[config.mk]
export PLATFORM = sky130hd
export DESIGN_NAME = quic_congestion_window_controller_flat
export DESIGN_NICKNAME = d
export VERILOG_FILES = /design/src/sv/qcc_pkg.sv /design/src/sv/qcc_if.sv /design/src/sv/quic_congestion_window_controller.sv /design/src/flat_wrapper.sv
export SDC_FILE = /design/constraint.sdc
export NUM_CORES = 2
export LEC_CHECK = 0
export ABC_CLOCK_PERIOD_IN_PS = 11400
export BUFFER_PORTS_ARGS = -buffer_cell sky130_fd_sc_hd__buf_2
export CAP_MARGIN = 40
export CORE_ASPECT_RATIO = 0.8
export CORE_MARGIN = 5
export CORE_UTILIZATION = 40
export DETAILED_ROUTE_END_ITERATION = 8
export PLACE_DENSITY = 0.68
export RECOVER_POWER = 50
export SLEW_MARGIN = 20
export SYNTH_ARGS = -nofsm -noshare
export SYNTH_HDL_FRONTEND = slang
export SYNTH_SLANG_ARGS = --single-unit
[constraint.sdc]
create_clock -name clk -period 11.4 [get_ports clk]
set_clock_uncertainty 0.1 [all_clocks]
set_input_delay 1.14 -clock clk [delete_from_list [all_inputs] [get_ports clk]]
set_output_delay 1.14 -clock clk [all_outputs]
set_load 0.01 [all_outputs]
[src/sv/qcc_pkg.sv]
`timescale 1ns / 1ps

package qcc_pkg;

  // Event codes carried in the op field of a request.
  typedef enum logic [2:0] {
    OP_SENT    = 3'd0,
    OP_ACKED   = 3'd1,
    OP_LOST    = 3'd2,
    OP_ECN     = 3'd3,
    OP_PERSIST = 3'd4,
    OP_QUERY   = 3'd5,
    OP_RESET   = 3'd6
  } qcc_op_t;

  typedef enum logic [1:0] {
    PH_SLOW_START = 2'd0,
    PH_AVOID      = 2'd1,
    PH_RECOVERY   = 2'd2
  } qcc_phase_t;

  typedef enum logic [2:0] {
    S_IDLE,
    S_PREP,
    S_DIV,
    S_GROW,
    S_CONG,
    S_FIN
  } qcc_state_t;

  // Configuration register indexes.
  localparam int CFG_IDX_BITS  = 2;
  localparam int CFG_DATA_BITS = 16;
  localparam logic [CFG_IDX_BITS-1:0] CFG_DATAGRAM_SIZE  = 2'd0;
  localparam logic [CFG_IDX_BITS-1:0] CFG_INITIAL_WINDOW = 2'd1;
  localparam logic [CFG_IDX_BITS-1:0] CFG_MIN_WINDOW     = 2'd2;
  localparam logic [CFG_IDX_BITS-1:0] CFG_LOSS_REDUCTION = 2'd3;

  localparam int DS_RESET    = 1200;
  localparam int IWP_RESET   = 10;
  localparam int MWP_RESET   = 2;
  localparam int LOSSQ_RESET = 128;
  localparam int RESET_WINDOW = DS_RESET * IWP_RESET;

  localparam int BYTES_BITS = 16;
  localparam int DS_BITS    = 16;
  localparam int PKTS_BITS  = 8;
  localparam int LOSSQ_BITS = 9;
  localparam int OUT_BITS   = 32;

  // Growth dividend: datagram size times acked bytes.
  localparam int PROD_BITS = DS_BITS + BYTES_BITS;
  localparam int CNT_BITS  = $clog2(PROD_BITS);

endpackage

[src/sv/qcc_if.sv]
`timescale 1ns / 1ps

interface qcc_in_if #(
  parameter int TIME_BITS = 48
);
  import qcc_pkg::*;

  logic                  valid;
  logic                  ready;
  logic [2:0]            op;
  logic [BYTES_BITS-1:0] byte_count;
  logic                  counts_in_flight;
  logic [TIME_BITS-1:0]  send_stamp;
  logic [TIME_BITS-1:0]  now_time;

  modport source (
    output valid, op, byte_count, counts_in_flight, send_stamp, now_time,
    input  ready
  );
  modport sink (
    input  valid, op, byte_count, counts_in_flight, send_stamp, now_time,
    output ready
  );
endinterface

interface qcc_out_if;
  import qcc_pkg::*;

  logic                valid;
  logic                ready;
  logic [OUT_BITS-1:0] window;
  logic [OUT_BITS-1:0] threshold;
  logic [OUT_BITS-1:0] in_flight_bytes;
  logic [1:0]          phase;
  logic [OUT_BITS-1:0] room;
  logic                send_ok;

  modport source (
    output valid, window, threshold, in_flight_bytes, phase, room, send_ok,
    input  ready
  );
  modport sink (
    input  valid, window, threshold, in_flight_bytes, phase, room, send_ok,
    output ready
  );
endinterface

interface qcc_cfg_if;
  import qcc_pkg::*;

  logic                     valid;
  logic                     ready;
  logic [CFG_IDX_BITS-1:0]  index;
  logic [CFG_DATA_BITS-1:0] data;

  modport source (output valid, index, data, input ready);
  modport sink (input valid, index, data, output ready);
endinterface

[src/sv/quic_congestion_window_controller.sv]
`timescale 1ns / 1ps
// NewReno congestion window controller for one QUIC connection.
// in_req carries one event request (sent, acked, lost, ECN mark, persistent
// congestion, query, reset) with its byte count, in-flight flag and the send
// and current timestamps. out_rsp returns exactly one response per request:
// window, threshold, bytes in flight, phase, room and the can-send answer,
// all taken after the event. cfg_req writes the four settings by index; it
// is always ready and must only be used while no request is in progress.
// Most events pass through a prepare step and a final step; a loss or mark
// that opens recovery adds a congestion step, and an ack in congestion
// avoidance adds the divide and grow steps. The ack growth term is found by
// a restoring divider that runs one quotient bit per cycle on a single
// shared subtractor, 32 steps. One request is in progress at a time; in_req
// is ready only in idle, so the next request is accepted only after the
// current one has left its final step and returned to idle.
// The response sits in an output register, so a new request is accepted
// while the previous response still waits; if the receiver stalls, the
// next response holds in its final step until the register frees up.
// Reset (rst_n low, synchronous) restores the settings to their defaults
// and the window to 12000 bytes, threshold all ones, nothing in flight,
// slow start, recovery start zero, and clears out_rsp.valid.
module quic_congestion_window_controller #(
  parameter int TIME_BITS   = 48,
  parameter int WINDOW_BITS = 32
) (
  input  logic    clk,
  input  logic    rst_n,
  qcc_in_if.sink  in_req,
  qcc_out_if.source out_rsp,
  qcc_cfg_if.sink cfg_req
);
  import qcc_pkg::*;

  localparam int W  = WINDOW_BITS;
  localparam int XW = (W > PROD_BITS) ? W : PROD_BITS;
  localparam logic [W-1:0]  WMAX   = {W{1'b1}};
  localparam logic [XW-1:0] WMAX_X = XW'(WMAX);

  // Add with saturation at the window's full scale.
  function automatic logic [W-1:0] sat_add(input logic [XW-1:0] a,
                                           input logic [XW-1:0] b);
    logic [XW:0] sum;
    sum = {1'b0, a} + {1'b0, b};
    if (sum > {1'b0, WMAX_X}) return WMAX;
    return W'(sum);
  endfunction

  function automatic logic [W-1:0] sat_clip(input logic [XW-1:0] a);
    if (a > WMAX_X) return WMAX;
    return W'(a);
  endfunction

  // Settings.
  logic [DS_BITS-1:0]    ds_r, ds_nxt;
  logic [PKTS_BITS-1:0]  iwp_r, iwp_nxt;
  logic [PKTS_BITS-1:0]  mwp_r, mwp_nxt;
  logic [LOSSQ_BITS-1:0] lossq_r, lossq_nxt;

  // Connection state.
  logic [W-1:0]         cwnd_r, cwnd_nxt;
  logic [W-1:0]         ssth_r, ssth_nxt;
  logic [W-1:0]         flight_r, flight_nxt;
  qcc_phase_t           phase_r, phase_nxt;
  logic [TIME_BITS-1:0] rstart_r, rstart_nxt;

  // Sequencer and the request being worked.
  qcc_state_t           state_r, state_nxt;
  logic [2:0]           op_r, op_nxt;
  logic [BYTES_BITS-1:0] bytes_r, bytes_nxt;
  logic                 counted_r, counted_nxt;
  logic [TIME_BITS-1:0] sent_r, sent_nxt;
  logic [TIME_BITS-1:0] now_r, now_nxt;

  // Shared divider and congestion scratch.
  logic [PROD_BITS-1:0]  divd_r, divd_nxt;
  logic [W-1:0]          rem_r, rem_nxt;
  logic [CNT_BITS-1:0]   cnt_r, cnt_nxt;
  logic [W:0]            prod_r, prod_nxt;
  logic [LOSSQ_BITS-1:0] lo_r, lo_nxt;
  logic [W-1:0]          minw_r, minw_nxt;

  // Response register.
  logic                out_valid_r, out_valid_nxt;
  logic [OUT_BITS-1:0] out_window_r, out_window_nxt;
  logic [OUT_BITS-1:0] out_thresh_r, out_thresh_nxt;
  logic [OUT_BITS-1:0] out_flight_r, out_flight_nxt;
  logic [1:0]          out_phase_r, out_phase_nxt;
  logic [OUT_BITS-1:0] out_room_r, out_room_nxt;
  logic                out_ok_r, out_ok_nxt;

  assign in_req.ready  = (state_r == S_IDLE);
  assign cfg_req.ready = 1'b1;

  assign out_rsp.valid           = out_valid_r;
  assign out_rsp.window          = out_window_r;
  assign out_rsp.threshold       = out_thresh_r;
  assign out_rsp.in_flight_bytes = out_flight_r;
  assign out_rsp.phase           = out_phase_r;
  assign out_rsp.room            = out_room_r;
  assign out_rsp.send_ok         = out_ok_r;

  always_ff @(posedge clk) begin
    if (!rst_n) begin
      state_r     <= S_IDLE;
      ds_r        <= DS_BITS'(DS_RESET);
      iwp_r       <= PKTS_BITS'(IWP_RESET);
      mwp_r       <= PKTS_BITS'(MWP_RESET);
      lossq_r     <= LOSSQ_BITS'(LOSSQ_RESET);
      cwnd_r      <= W'(RESET_WINDOW);
      ssth_r      <= WMAX;
      flight_r    <= '0;
      phase_r     <= PH_SLOW_START;
      rstart_r    <= '0;
      out_valid_r <= 1'b0;
      cnt_r       <= '0;
    end else begin
      state_r     <= state_nxt;
      ds_r        <= ds_nxt;
      iwp_r       <= iwp_nxt;
      mwp_r       <= mwp_nxt;
      lossq_r     <= lossq_nxt;
      cwnd_r      <= cwnd_nxt;
      ssth_r      <= ssth_nxt;
      flight_r    <= flight_nxt;
      phase_r     <= phase_nxt;
      rstart_r    <= rstart_nxt;
      out_valid_r <= out_valid_nxt;
      cnt_r       <= cnt_nxt;
    end
  end

  always_ff @(posedge clk) begin
    op_r         <= op_nxt;
    bytes_r      <= bytes_nxt;
    counted_r    <= counted_nxt;
    sent_r       <= sent_nxt;
    now_r        <= now_nxt;
    divd_r       <= divd_nxt;
    rem_r        <= rem_nxt;
    prod_r       <= prod_nxt;
    lo_r         <= lo_nxt;
    minw_r       <= minw_nxt;
    out_window_r <= out_window_nxt;
    out_thresh_r <= out_thresh_nxt;
    out_flight_r <= out_flight_nxt;
    out_phase_r  <= out_phase_nxt;
    out_room_r   <= out_room_nxt;
    out_ok_r     <= out_ok_nxt;
  end

  always_comb begin
    logic                  rec;
    logic [W-1:0]          bytes_w;
    logic [W-1:0]          fl_drop;
    logic [W-1:0]          grown;
    logic [W-1:0]          dvsr;
    logic [W:0]            shifted;
    logic                  qbit;
    logic [PROD_BITS-1:0]  inc;
    logic [W-1:0]          th;
    logic [W-1:0]          minw;
    logic [2*LOSSQ_BITS-2:0] lo_prod;

    state_nxt      = state_r;
    ds_nxt         = ds_r;
    iwp_nxt        = iwp_r;
    mwp_nxt        = mwp_r;
    lossq_nxt      = lossq_r;
    cwnd_nxt       = cwnd_r;
    ssth_nxt       = ssth_r;
    flight_nxt     = flight_r;
    phase_nxt      = phase_r;
    rstart_nxt     = rstart_r;
    op_nxt         = op_r;
    bytes_nxt      = bytes_r;
    counted_nxt    = counted_r;
    sent_nxt       = sent_r;
    now_nxt        = now_r;
    divd_nxt       = divd_r;
    rem_nxt        = rem_r;
    cnt_nxt        = cnt_r;
    prod_nxt       = prod_r;
    lo_nxt         = lo_r;
    minw_nxt       = minw_r;
    out_valid_nxt  = out_valid_r;
    out_window_nxt = out_window_r;
    out_thresh_nxt = out_thresh_r;
    out_flight_nxt = out_flight_r;
    out_phase_nxt  = out_phase_r;
    out_room_nxt   = out_room_r;
    out_ok_nxt     = out_ok_r;

    // Recovery holds for packets sent no later than the recovery start.
    rec     = (phase_r == PH_RECOVERY) && (sent_r <= rstart_r);
    bytes_w = W'(bytes_r);
    fl_drop = (counted_r && flight_r >= bytes_w) ? flight_r - bytes_w : flight_r;
    grown   = sat_add(XW'(cwnd_r), XW'(bytes_r));
    dvsr    = (cwnd_r == '0) ? W'(1) : cwnd_r;
    shifted = {rem_r, divd_r[PROD_BITS-1]};
    qbit    = (shifted >= {1'b0, dvsr});
    inc     = (divd_r == '0) ? PROD_BITS'(1) : divd_r;
    minw    = sat_clip(XW'(PROD_BITS'(ds_r) * PROD_BITS'(mwp_r)));
    lo_prod = cwnd_r[7:0] * lossq_r;
    if (prod_r > {1'b0, WMAX}) th = WMAX;
    else th = sat_add(XW'(prod_r[W-1:0]), XW'(lo_r));

    // Response register drains independently of the sequencer.
    if (out_rsp.ready) out_valid_nxt = 1'b0;

    if (cfg_req.valid) begin
      case (cfg_req.index)
        CFG_DATAGRAM_SIZE:  ds_nxt    = cfg_req.data;
        CFG_INITIAL_WINDOW: iwp_nxt   = cfg_req.data[PKTS_BITS-1:0];
        CFG_MIN_WINDOW:     mwp_nxt   = cfg_req.data[PKTS_BITS-1:0];
        CFG_LOSS_REDUCTION: lossq_nxt = cfg_req.data[LOSSQ_BITS-1:0];
        default: ;
      endcase
    end

    case (state_r)
      S_IDLE: begin
        if (in_req.valid) begin
          op_nxt      = in_req.op;
          bytes_nxt   = in_req.byte_count;
          counted_nxt = in_req.counts_in_flight;
          sent_nxt    = in_req.send_stamp;
          now_nxt     = in_req.now_time;
          state_nxt   = S_PREP;
        end
      end

      S_PREP: begin
        state_nxt = S_FIN;
        case (op_r)
          OP_SENT: flight_nxt = sat_add(XW'(flight_r), XW'(bytes_r));
          OP_ACKED: begin
            flight_nxt = fl_drop;
            if (!rec) begin
              if (phase_r == PH_SLOW_START) begin
                cwnd_nxt  = grown;
                phase_nxt = (grown >= ssth_r) ? PH_AVOID : PH_SLOW_START;
              end else begin
                // Start the growth divide: datagram * bytes / window.
                phase_nxt = PH_AVOID;
                divd_nxt  = PROD_BITS'(sat_clip(XW'(PROD_BITS'(ds_r) *
                                                     PROD_BITS'(bytes_r))));
                rem_nxt   = '0;
                cnt_nxt   = '0;
                state_nxt = S_DIV;
              end
            end
          end
          OP_LOST, OP_ECN: begin
            if (op_r == OP_LOST) flight_nxt = fl_drop;
            if (!rec) begin
              rstart_nxt = now_r;
              phase_nxt  = PH_RECOVERY;
              prod_nxt   = (W+1)'(cwnd_r >> 8) * (W+1)'(lossq_r);
              lo_nxt     = lo_prod[2*LOSSQ_BITS-2:8];
              minw_nxt   = minw;
              state_nxt  = S_CONG;
            end
          end
          OP_PERSIST: begin
            cwnd_nxt   = minw;
            ssth_nxt   = minw;
            phase_nxt  = PH_SLOW_START;
            rstart_nxt = '0;
          end
          OP_RESET: begin
            cwnd_nxt   = sat_clip(XW'(PROD_BITS'(ds_r) * PROD_BITS'(iwp_r)));
            ssth_nxt   = WMAX;
            flight_nxt = '0;
            phase_nxt  = PH_SLOW_START;
            rstart_nxt = '0;
          end
          default: ;
        endcase
      end

      S_DIV: begin
        // One restoring step per cycle, quotient bits shift in at the bottom.
        rem_nxt  = qbit ? W'(shifted - {1'b0, dvsr}) : W'(shifted);
        divd_nxt = {divd_r[PROD_BITS-2:0], qbit};
        cnt_nxt  = cnt_r + CNT_BITS'(1);
        if (cnt_r == CNT_BITS'(PROD_BITS - 1)) state_nxt = S_GROW;
      end

      S_GROW: begin
        cwnd_nxt  = sat_add(XW'(cwnd_r), XW'(inc));
        state_nxt = S_FIN;
      end

      S_CONG: begin
        ssth_nxt  = th;
        cwnd_nxt  = (th > minw_r) ? th : minw_r;
        state_nxt = S_FIN;
      end

      S_FIN: begin
        // Hold here until the response register is free.
        if (!out_valid_r || out_rsp.ready) begin
          out_valid_nxt  = 1'b1;
          out_window_nxt = OUT_BITS'(cwnd_r);
          out_thresh_nxt = OUT_BITS'(ssth_r);
          out_flight_nxt = OUT_BITS'(flight_r);
          out_phase_nxt  = phase_r;
          out_room_nxt   = (flight_r >= cwnd_r) ? '0 : OUT_BITS'(cwnd_r - flight_r);
          if (bytes_r == '0) out_ok_nxt = (flight_r < cwnd_r);
          else out_ok_nxt = (bytes_w <= cwnd_r) && (flight_r <= cwnd_r - bytes_w);
          state_nxt = S_IDLE;
        end
      end

      default: state_nxt = S_IDLE;
    endcase
  end

endmodule

[src/flat_wrapper.sv]
// flat-port wrapper written by rule: the top's interface ports become plain ports
module quic_congestion_window_controller_flat import qcc_pkg::*;
#(
  parameter int TIME_BITS   = 48,
  parameter int WINDOW_BITS = 32
)
  (clk, rst_n, in_req_valid, in_req_op, in_req_byte_count, in_req_counts_in_flight, in_req_send_stamp, in_req_now_time, in_req_ready, out_rsp_valid, out_rsp_window, out_rsp_threshold, out_rsp_in_flight_bytes, out_rsp_phase, out_rsp_room, out_rsp_send_ok, out_rsp_ready, cfg_req_valid, cfg_req_index, cfg_req_data, cfg_req_ready);
  qcc_in_if #(.TIME_BITS(TIME_BITS)) in_req_i ();
  qcc_out_if out_rsp_i ();
  qcc_cfg_if cfg_req_i ();
  input  logic clk;
  input  logic rst_n;
  input wire logic [$bits(in_req_i.valid)-1:0] in_req_valid;
  input wire logic [$bits(in_req_i.op)-1:0] in_req_op;
  input wire logic [$bits(in_req_i.byte_count)-1:0] in_req_byte_count;
  input wire logic [$bits(in_req_i.counts_in_flight)-1:0] in_req_counts_in_flight;
  input wire logic [$bits(in_req_i.send_stamp)-1:0] in_req_send_stamp;
  input wire logic [$bits(in_req_i.now_time)-1:0] in_req_now_time;
  output wire logic [$bits(in_req_i.ready)-1:0] in_req_ready;
  output wire logic [$bits(out_rsp_i.valid)-1:0] out_rsp_valid;
  output wire logic [$bits(out_rsp_i.window)-1:0] out_rsp_window;
  output wire logic [$bits(out_rsp_i.threshold)-1:0] out_rsp_threshold;
  output wire logic [$bits(out_rsp_i.in_flight_bytes)-1:0] out_rsp_in_flight_bytes;
  output wire logic [$bits(out_rsp_i.phase)-1:0] out_rsp_phase;
  output wire logic [$bits(out_rsp_i.room)-1:0] out_rsp_room;
  output wire logic [$bits(out_rsp_i.send_ok)-1:0] out_rsp_send_ok;
  input wire logic [$bits(out_rsp_i.ready)-1:0] out_rsp_ready;
  input wire logic [$bits(cfg_req_i.valid)-1:0] cfg_req_valid;
  input wire logic [$bits(cfg_req_i.index)-1:0] cfg_req_index;
  input wire logic [$bits(cfg_req_i.data)-1:0] cfg_req_data;
  output wire logic [$bits(cfg_req_i.ready)-1:0] cfg_req_ready;
  assign in_req_i.valid = in_req_valid;
  assign in_req_i.op = in_req_op;
  assign in_req_i.byte_count = in_req_byte_count;
  assign in_req_i.counts_in_flight = in_req_counts_in_flight;
  assign in_req_i.send_stamp = in_req_send_stamp;
  assign in_req_i.now_time = in_req_now_time;
  assign in_req_ready = in_req_i.ready;
  assign out_rsp_valid = out_rsp_i.valid;
  assign out_rsp_window = out_rsp_i.window;
  assign out_rsp_threshold = out_rsp_i.threshold;
  assign out_rsp_in_flight_bytes = out_rsp_i.in_flight_bytes;
  assign out_rsp_phase = out_rsp_i.phase;
  assign out_rsp_room = out_rsp_i.room;
  assign out_rsp_send_ok = out_rsp_i.send_ok;
  assign out_rsp_i.ready = out_rsp_ready;
  assign cfg_req_i.valid = cfg_req_valid;
  assign cfg_req_i.index = cfg_req_index;
  assign cfg_req_i.data = cfg_req_data;
  assign cfg_req_ready = cfg_req_i.ready;
  quic_congestion_window_controller #(.TIME_BITS(TIME_BITS), .WINDOW_BITS(WINDOW_BITS)) u_core (.clk(clk), .rst_n(rst_n), .in_req(in_req_i), .out_rsp(out_rsp_i), .cfg_req(cfg_req_i));
endmodule
**Word level (Yosys, flattened, before mapping)**

Cells that the tools add are included.

- Flip-flop bits (word level): 573
- Input port bits: 139

- Add/sub/neg operators: 9
- Multiply operators: 5
- $lt $le $gt $ge: 15
- Equal/unequal tests: 28
- Muxes and demuxes: 68
- Bitwise logic cells: 1
- Reduce and logical (&&, ||, !) cells: 35

Operators with widths:

| cell | number |
|---|---|
| 32-bit two-way mux | 25 |
| 32-bit case mux with 2 select lines | 4 |
| 32-bit case mux with 3 select lines | 2 |
| 33-bit by 32-bit > comparator with 1-bit output, second input constant | 5 |
| 32-bit case mux with 4 select lines | 1 |
| 48-bit case mux with 2 select lines | 1 |
| 32-bit by 16-bit adder with 33-bit output | 2 |
| 32-bit >= comparator | 2 |
| 32-bit logical NOT | 2 |
| 32-bit by 16-bit subtractor with 32-bit output | 2 |
| 32-bit subtractor | 2 |
| 48-bit less-or-equal comparator | 1 |
| 16-bit by 8-bit multiplier with 24-bit output | 2 |
| 48-bit two-way mux | 1 |
| 32-bit by 32-bit adder with 33-bit output | 1 |
| 32-bit by 9-bit adder with 33-bit output | 1 |
| 33-bit by 32-bit >= comparator with 1-bit output | 1 |
| 24-bit by 9-bit multiplier with 33-bit output | 1 |
| 32-bit by 16-bit >= comparator with 1-bit output | 1 |
| 32-bit by 24-bit > comparator with 1-bit output | 1 |
| 32-bit > comparator, second input constant | 1 |
| 16-bit by 32-bit less-or-equal comparator with 1-bit output | 1 |
| 32-bit less-or-equal comparator | 1 |
| 32-bit less-than comparator | 1 |
| 36 further kinds | 99 |

**Logic depth before layout (Yosys ltp)**

- Depth after elaboration: 12
- Gate-level depth with buffers: 26
- Mapped depth without buffers: 25

**Least setup slack after synthesis**

OpenSTA, ideal clock, no wires.

- Kind: in2reg
- Start point: in out_rsp_ready
- End point: reg u_core.out_flight_r[0] (netlist: u_core.out_rsp.in_flight_bytes[0]) (enable)
- Library setup time: 0.638 ns
- Arrival time: 7.044 ns
- Required time: 10.662 ns
- Path slack: 3.619 ns
- Stages on the path: 2
- Path buffers: 0
- Path through: nand2b_1 -> nor2b_1

- Word-level cells in the longest chain between the ends: 2

RTL lines:

| element | line | text |
|---|---|---|
| start: declaration | flat_wrapper.sv:27 | `input wire logic [$bits(out_rsp_i.ready)-1:0] out_rsp_ready;` |
| 1-bit logical OR | quic_congestion_window_controller.sv:302 | `if (!out_valid_r \|\| out_rsp.ready) begin` |
| 2-bit AND reduction (no source line) | -- |  |
| end signal: assignment | quic_congestion_window_controller.sv:145 | `out_flight_r <= out_flight_nxt;` |
| end: declaration | quic_congestion_window_controller.sv:86 | `logic [OUT_BITS-1:0] out_flight_r, out_flight_nxt;` |

No other way between the ends.
A chain may end at the register's enable or synchronous reset.

==> flow_metrics.env <==
export IMPL_rsz0062_at_grt="no"
export IMPL_ys_ff_latch=573
export IMPL_ys_types=85
export IMPL_seqCellArea_um2=15200
export IMPL_die_w_um=440
export IMPL_vias_per_cell=5.65
export IMPL_yosys_warnings=0
export IMPL_finalCritPeriodShare_pct=71.7
export IMPL_grt_pass1_wl_mm=294
export IMPL_multi_input_area_um2=39600
export IMPL_nFillCells=14400
export IMPL_critPathMaxFanout=103
export IMPL_finalSetupTns_ps=0
export IMPL_rrSetupSlack_ps=3770
export IMPL_yosysTopAreaCell="fa_1"
export IMPL_clkSlewWorstSetupHoldPaths_ps=60
export IMPL_cts_setup_buffers=0
export IMPL_critical_path_class="input pin to flip-flop"
export IMPL_synth_top_area_share_pct=19.1
export IMPL_cts_buffers=70
export IMPL_p_per_area_nw_per_um2=144
export IMPL_crit_required_ps=11880
export IMPL_cpMaxStageDelayCell="clkbuf_1"
export IMPL_cp_end_kind="flip-flop"
export IMPL_nets=7950
export IMPL_die_h_um=354
export IMPL_synth_nets=7837
export IMPL_yosysSeqAreaShare_pct=25.8
export IMPL_core_area_um2=147000
export IMPL_clk_latency_ps=690
export IMPL_cts_tree="yes"
export IMPL_synth_edf_count=377
export IMPL_drv_slew=751
export IMPL_cts_buffer_depth=3
export IMPL_layout_drive_gt1_share_pct=5.76
export IMPL_final_hold_viol_count=0
export IMPL_peakVddDrop_mv=0.142
export IMPL_routed_wl_mm=193
export IMPL_cts_root_buf="clkbuf_16"
export IMPL_cts_sinks=573
export IMPL_first_global_vias=48700
export IMPL_tightest_slew_ps=5030
export IMPL_syn_area_um2=59200
export IMPL_crit_path_cell_trace="clkbuf_1 > clkbuf_1 > clkbuf_1 > o21ai_0 > a2111oi_0"
export IMPL_whs_ps=345
export IMPL_async_flop_share_pct=0
export IMPL_die_area_um2=156000
export IMPL_post_route_util_pct=44.1
export IMPL_power_uw=9370
export IMPL_grt_start_max_net_pins=104
export IMPL_antenna_found_initial=17
export IMPL_gr_total_overflow=0
export IMPL_htreeDepth=3
export IMPL_cp_common_cell="clkbuf_1"
export IMPL_relSlewSlack_pct=-236
export IMPL_grt_util_all_layers_pct=24.4
export IMPL_port_buffers=271
export IMPL_status="complete, but fails checks"
export IMPL_firstDrtPassIters=7
export IMPL_fin_ws_ps=3230
export IMPL_critPathMaxStageDelay_ps=3400
export IMPL_dp_slack_ps=3910
export IMPL_synthFlopType="edfxtp_1"
export IMPL_cts_hold_buf=0
export IMPL_dpl_hpwl_mm=146
export IMPL_ys_top_cells_by_count="nand2_1, inv_1, ha_1, fa_1, edfxtp_1"
export IMPL_finalCriticalPeriod_ps=8170
export IMPL_dr_first_iter_drc_count=4430
export IMPL_gp_congestion=0.964
export IMPL_critPathArrivalTime_ps=8650
export IMPL_cap_violations=28
export IMPL_setup_viol=0
export IMPL_hold_path_class="flip-flop to flip-flop"
export IMPL_rows=126
export IMPL_start_util_pct=40.2
export IMPL_num_vias=49200
export IMPL_wl_per_cell_um=22.1
export IMPL_max_clock_freq_mhz=122
export IMPL_worstSetupStartpointType="input pin"
export IMPL_drtAntennaViolNets=0
export IMPL_syn2layout_area_growth_pct=9.69
export IMPL_drc=0
export IMPL_synthTopCellsByArea="fa_1, edfxtp_1, ha_1"
export IMPL_synth_cells=6546
export IMPL_post_cts_resized=0
export IMPL_synth_avg_cell_area_um2=9.04
export IMPL_p_leak_uw=0.0286
export IMPL_violations="capacitance limit, slew limit"
export IMPL_yosysMostFrequentCell="nand2_1"
export IMPL_io_pins=273
## metrics by stage
stage          cells  area, um2
2_1_floorplan   6546      59200
3_3_place_gp    8546      62500
3_5_place_dp    8560      62700
4_1_cts         8689      65200
5_1_grt         8712      64900
6_report        8718      64900
## metal layers
layer	track usage (%)	share of wire [%]	vias up
li1	-	-	22400
met1	33.3	42	24300
met2	37.2	44	2207
met3	5.96	10	374
met4	9.66	4.3	0
met5	0	0	-
## worst paths after layout
kind / start / endpoint / cells past startpoint
max: rst_n / u_core.state_r[0] / 5
min: u_core.ssth_r[18] / u_core.out_rsp.threshold[18] / 0
max reg2reg: u_core.cwnd_r[1] / u_core.phase_r[0] / 21
min reg2reg: u_core.ssth_r[18] / u_core.out_rsp.threshold[18] / 0
## state kept, by name, indices dropped and copies added, names as in the netlist, 33 cells and up
name / flops
u_core.rstart_r: 48
u_core.now_r: 48
u_core.prod_r: 33
u_core.sent_r: 48
## cell type report
| cell class | instances | share of cell area [%] |
|---|---|---|
| diodes | 18 | 0.0694 |
| inverters | 826 | 4.78 |
| multi-input cells | 4794 | 60.9 |
| repair buffers | 394 | 3.13 |
| clock buffers | 86 | 2.95 |
| well taps | 1984 | 3.82 |
| clock inverters | 43 | 0.833 |
| flip-flops and latches | 573 | 23.5 |
## power by group
group | leakage (uW) | internal (uW) | switching (uW)
logic | 0.0225 | 1600 | 2740
clock network | 0.00119 | 1420 | 996
registers | 0.00499 | 2470 | 143
## logic make-up (layout without fill, tap and decap cells)
family | after synthesis | in the layout | synth area share (%)
mux | 54 | 54 | 0.934
buf+inv | 1179 | 1349 | 7.52
xor+xnor | 246 | 246 | 3.64
simple gates | 2045 | 2045 | 16.5
flops | 573 | 573 | 25.8
fa+ha+maj | 1152 | 1152 | 31.5
compound gates | 1296 | 1296 | 14.1
other cells | 1 | 19 | 0.00634
## placed cells by master, fill, tap and decap left out, types with 44 or more instances in the layout
cell type,Yosys,layout
xor2_1,94,94
a21o_1,138,138
clkbuf_1,333,202
xnor2_1,152,152
and2_1,331,325
mux2i_1,44,44
buf_4,3,64
fa_1,566,566
inv_1,824,824
clkbuf_16,0,73
nand2_1,829,828
nor2_1,278,276
o21a_1,44,44
nand4_1,60,60
a31oi_1,64,63
dfxtp_1,196,195
nand3_1,204,204
ha_1,586,586
buf_2,4,122
a211oi_1,51,51
a21oi_1,324,323
edfxtp_1,377,377
o21ai_0,319,317
nor2b_1,50,49
nor3_1,79,77
## critical path: cells and delay by family
family	cells	cell delay (ps)
AO/OA/AOI/OAI	2	990
buffers and inverters	3	6360
No activity file was read; power rests on OpenSTA's default activity.
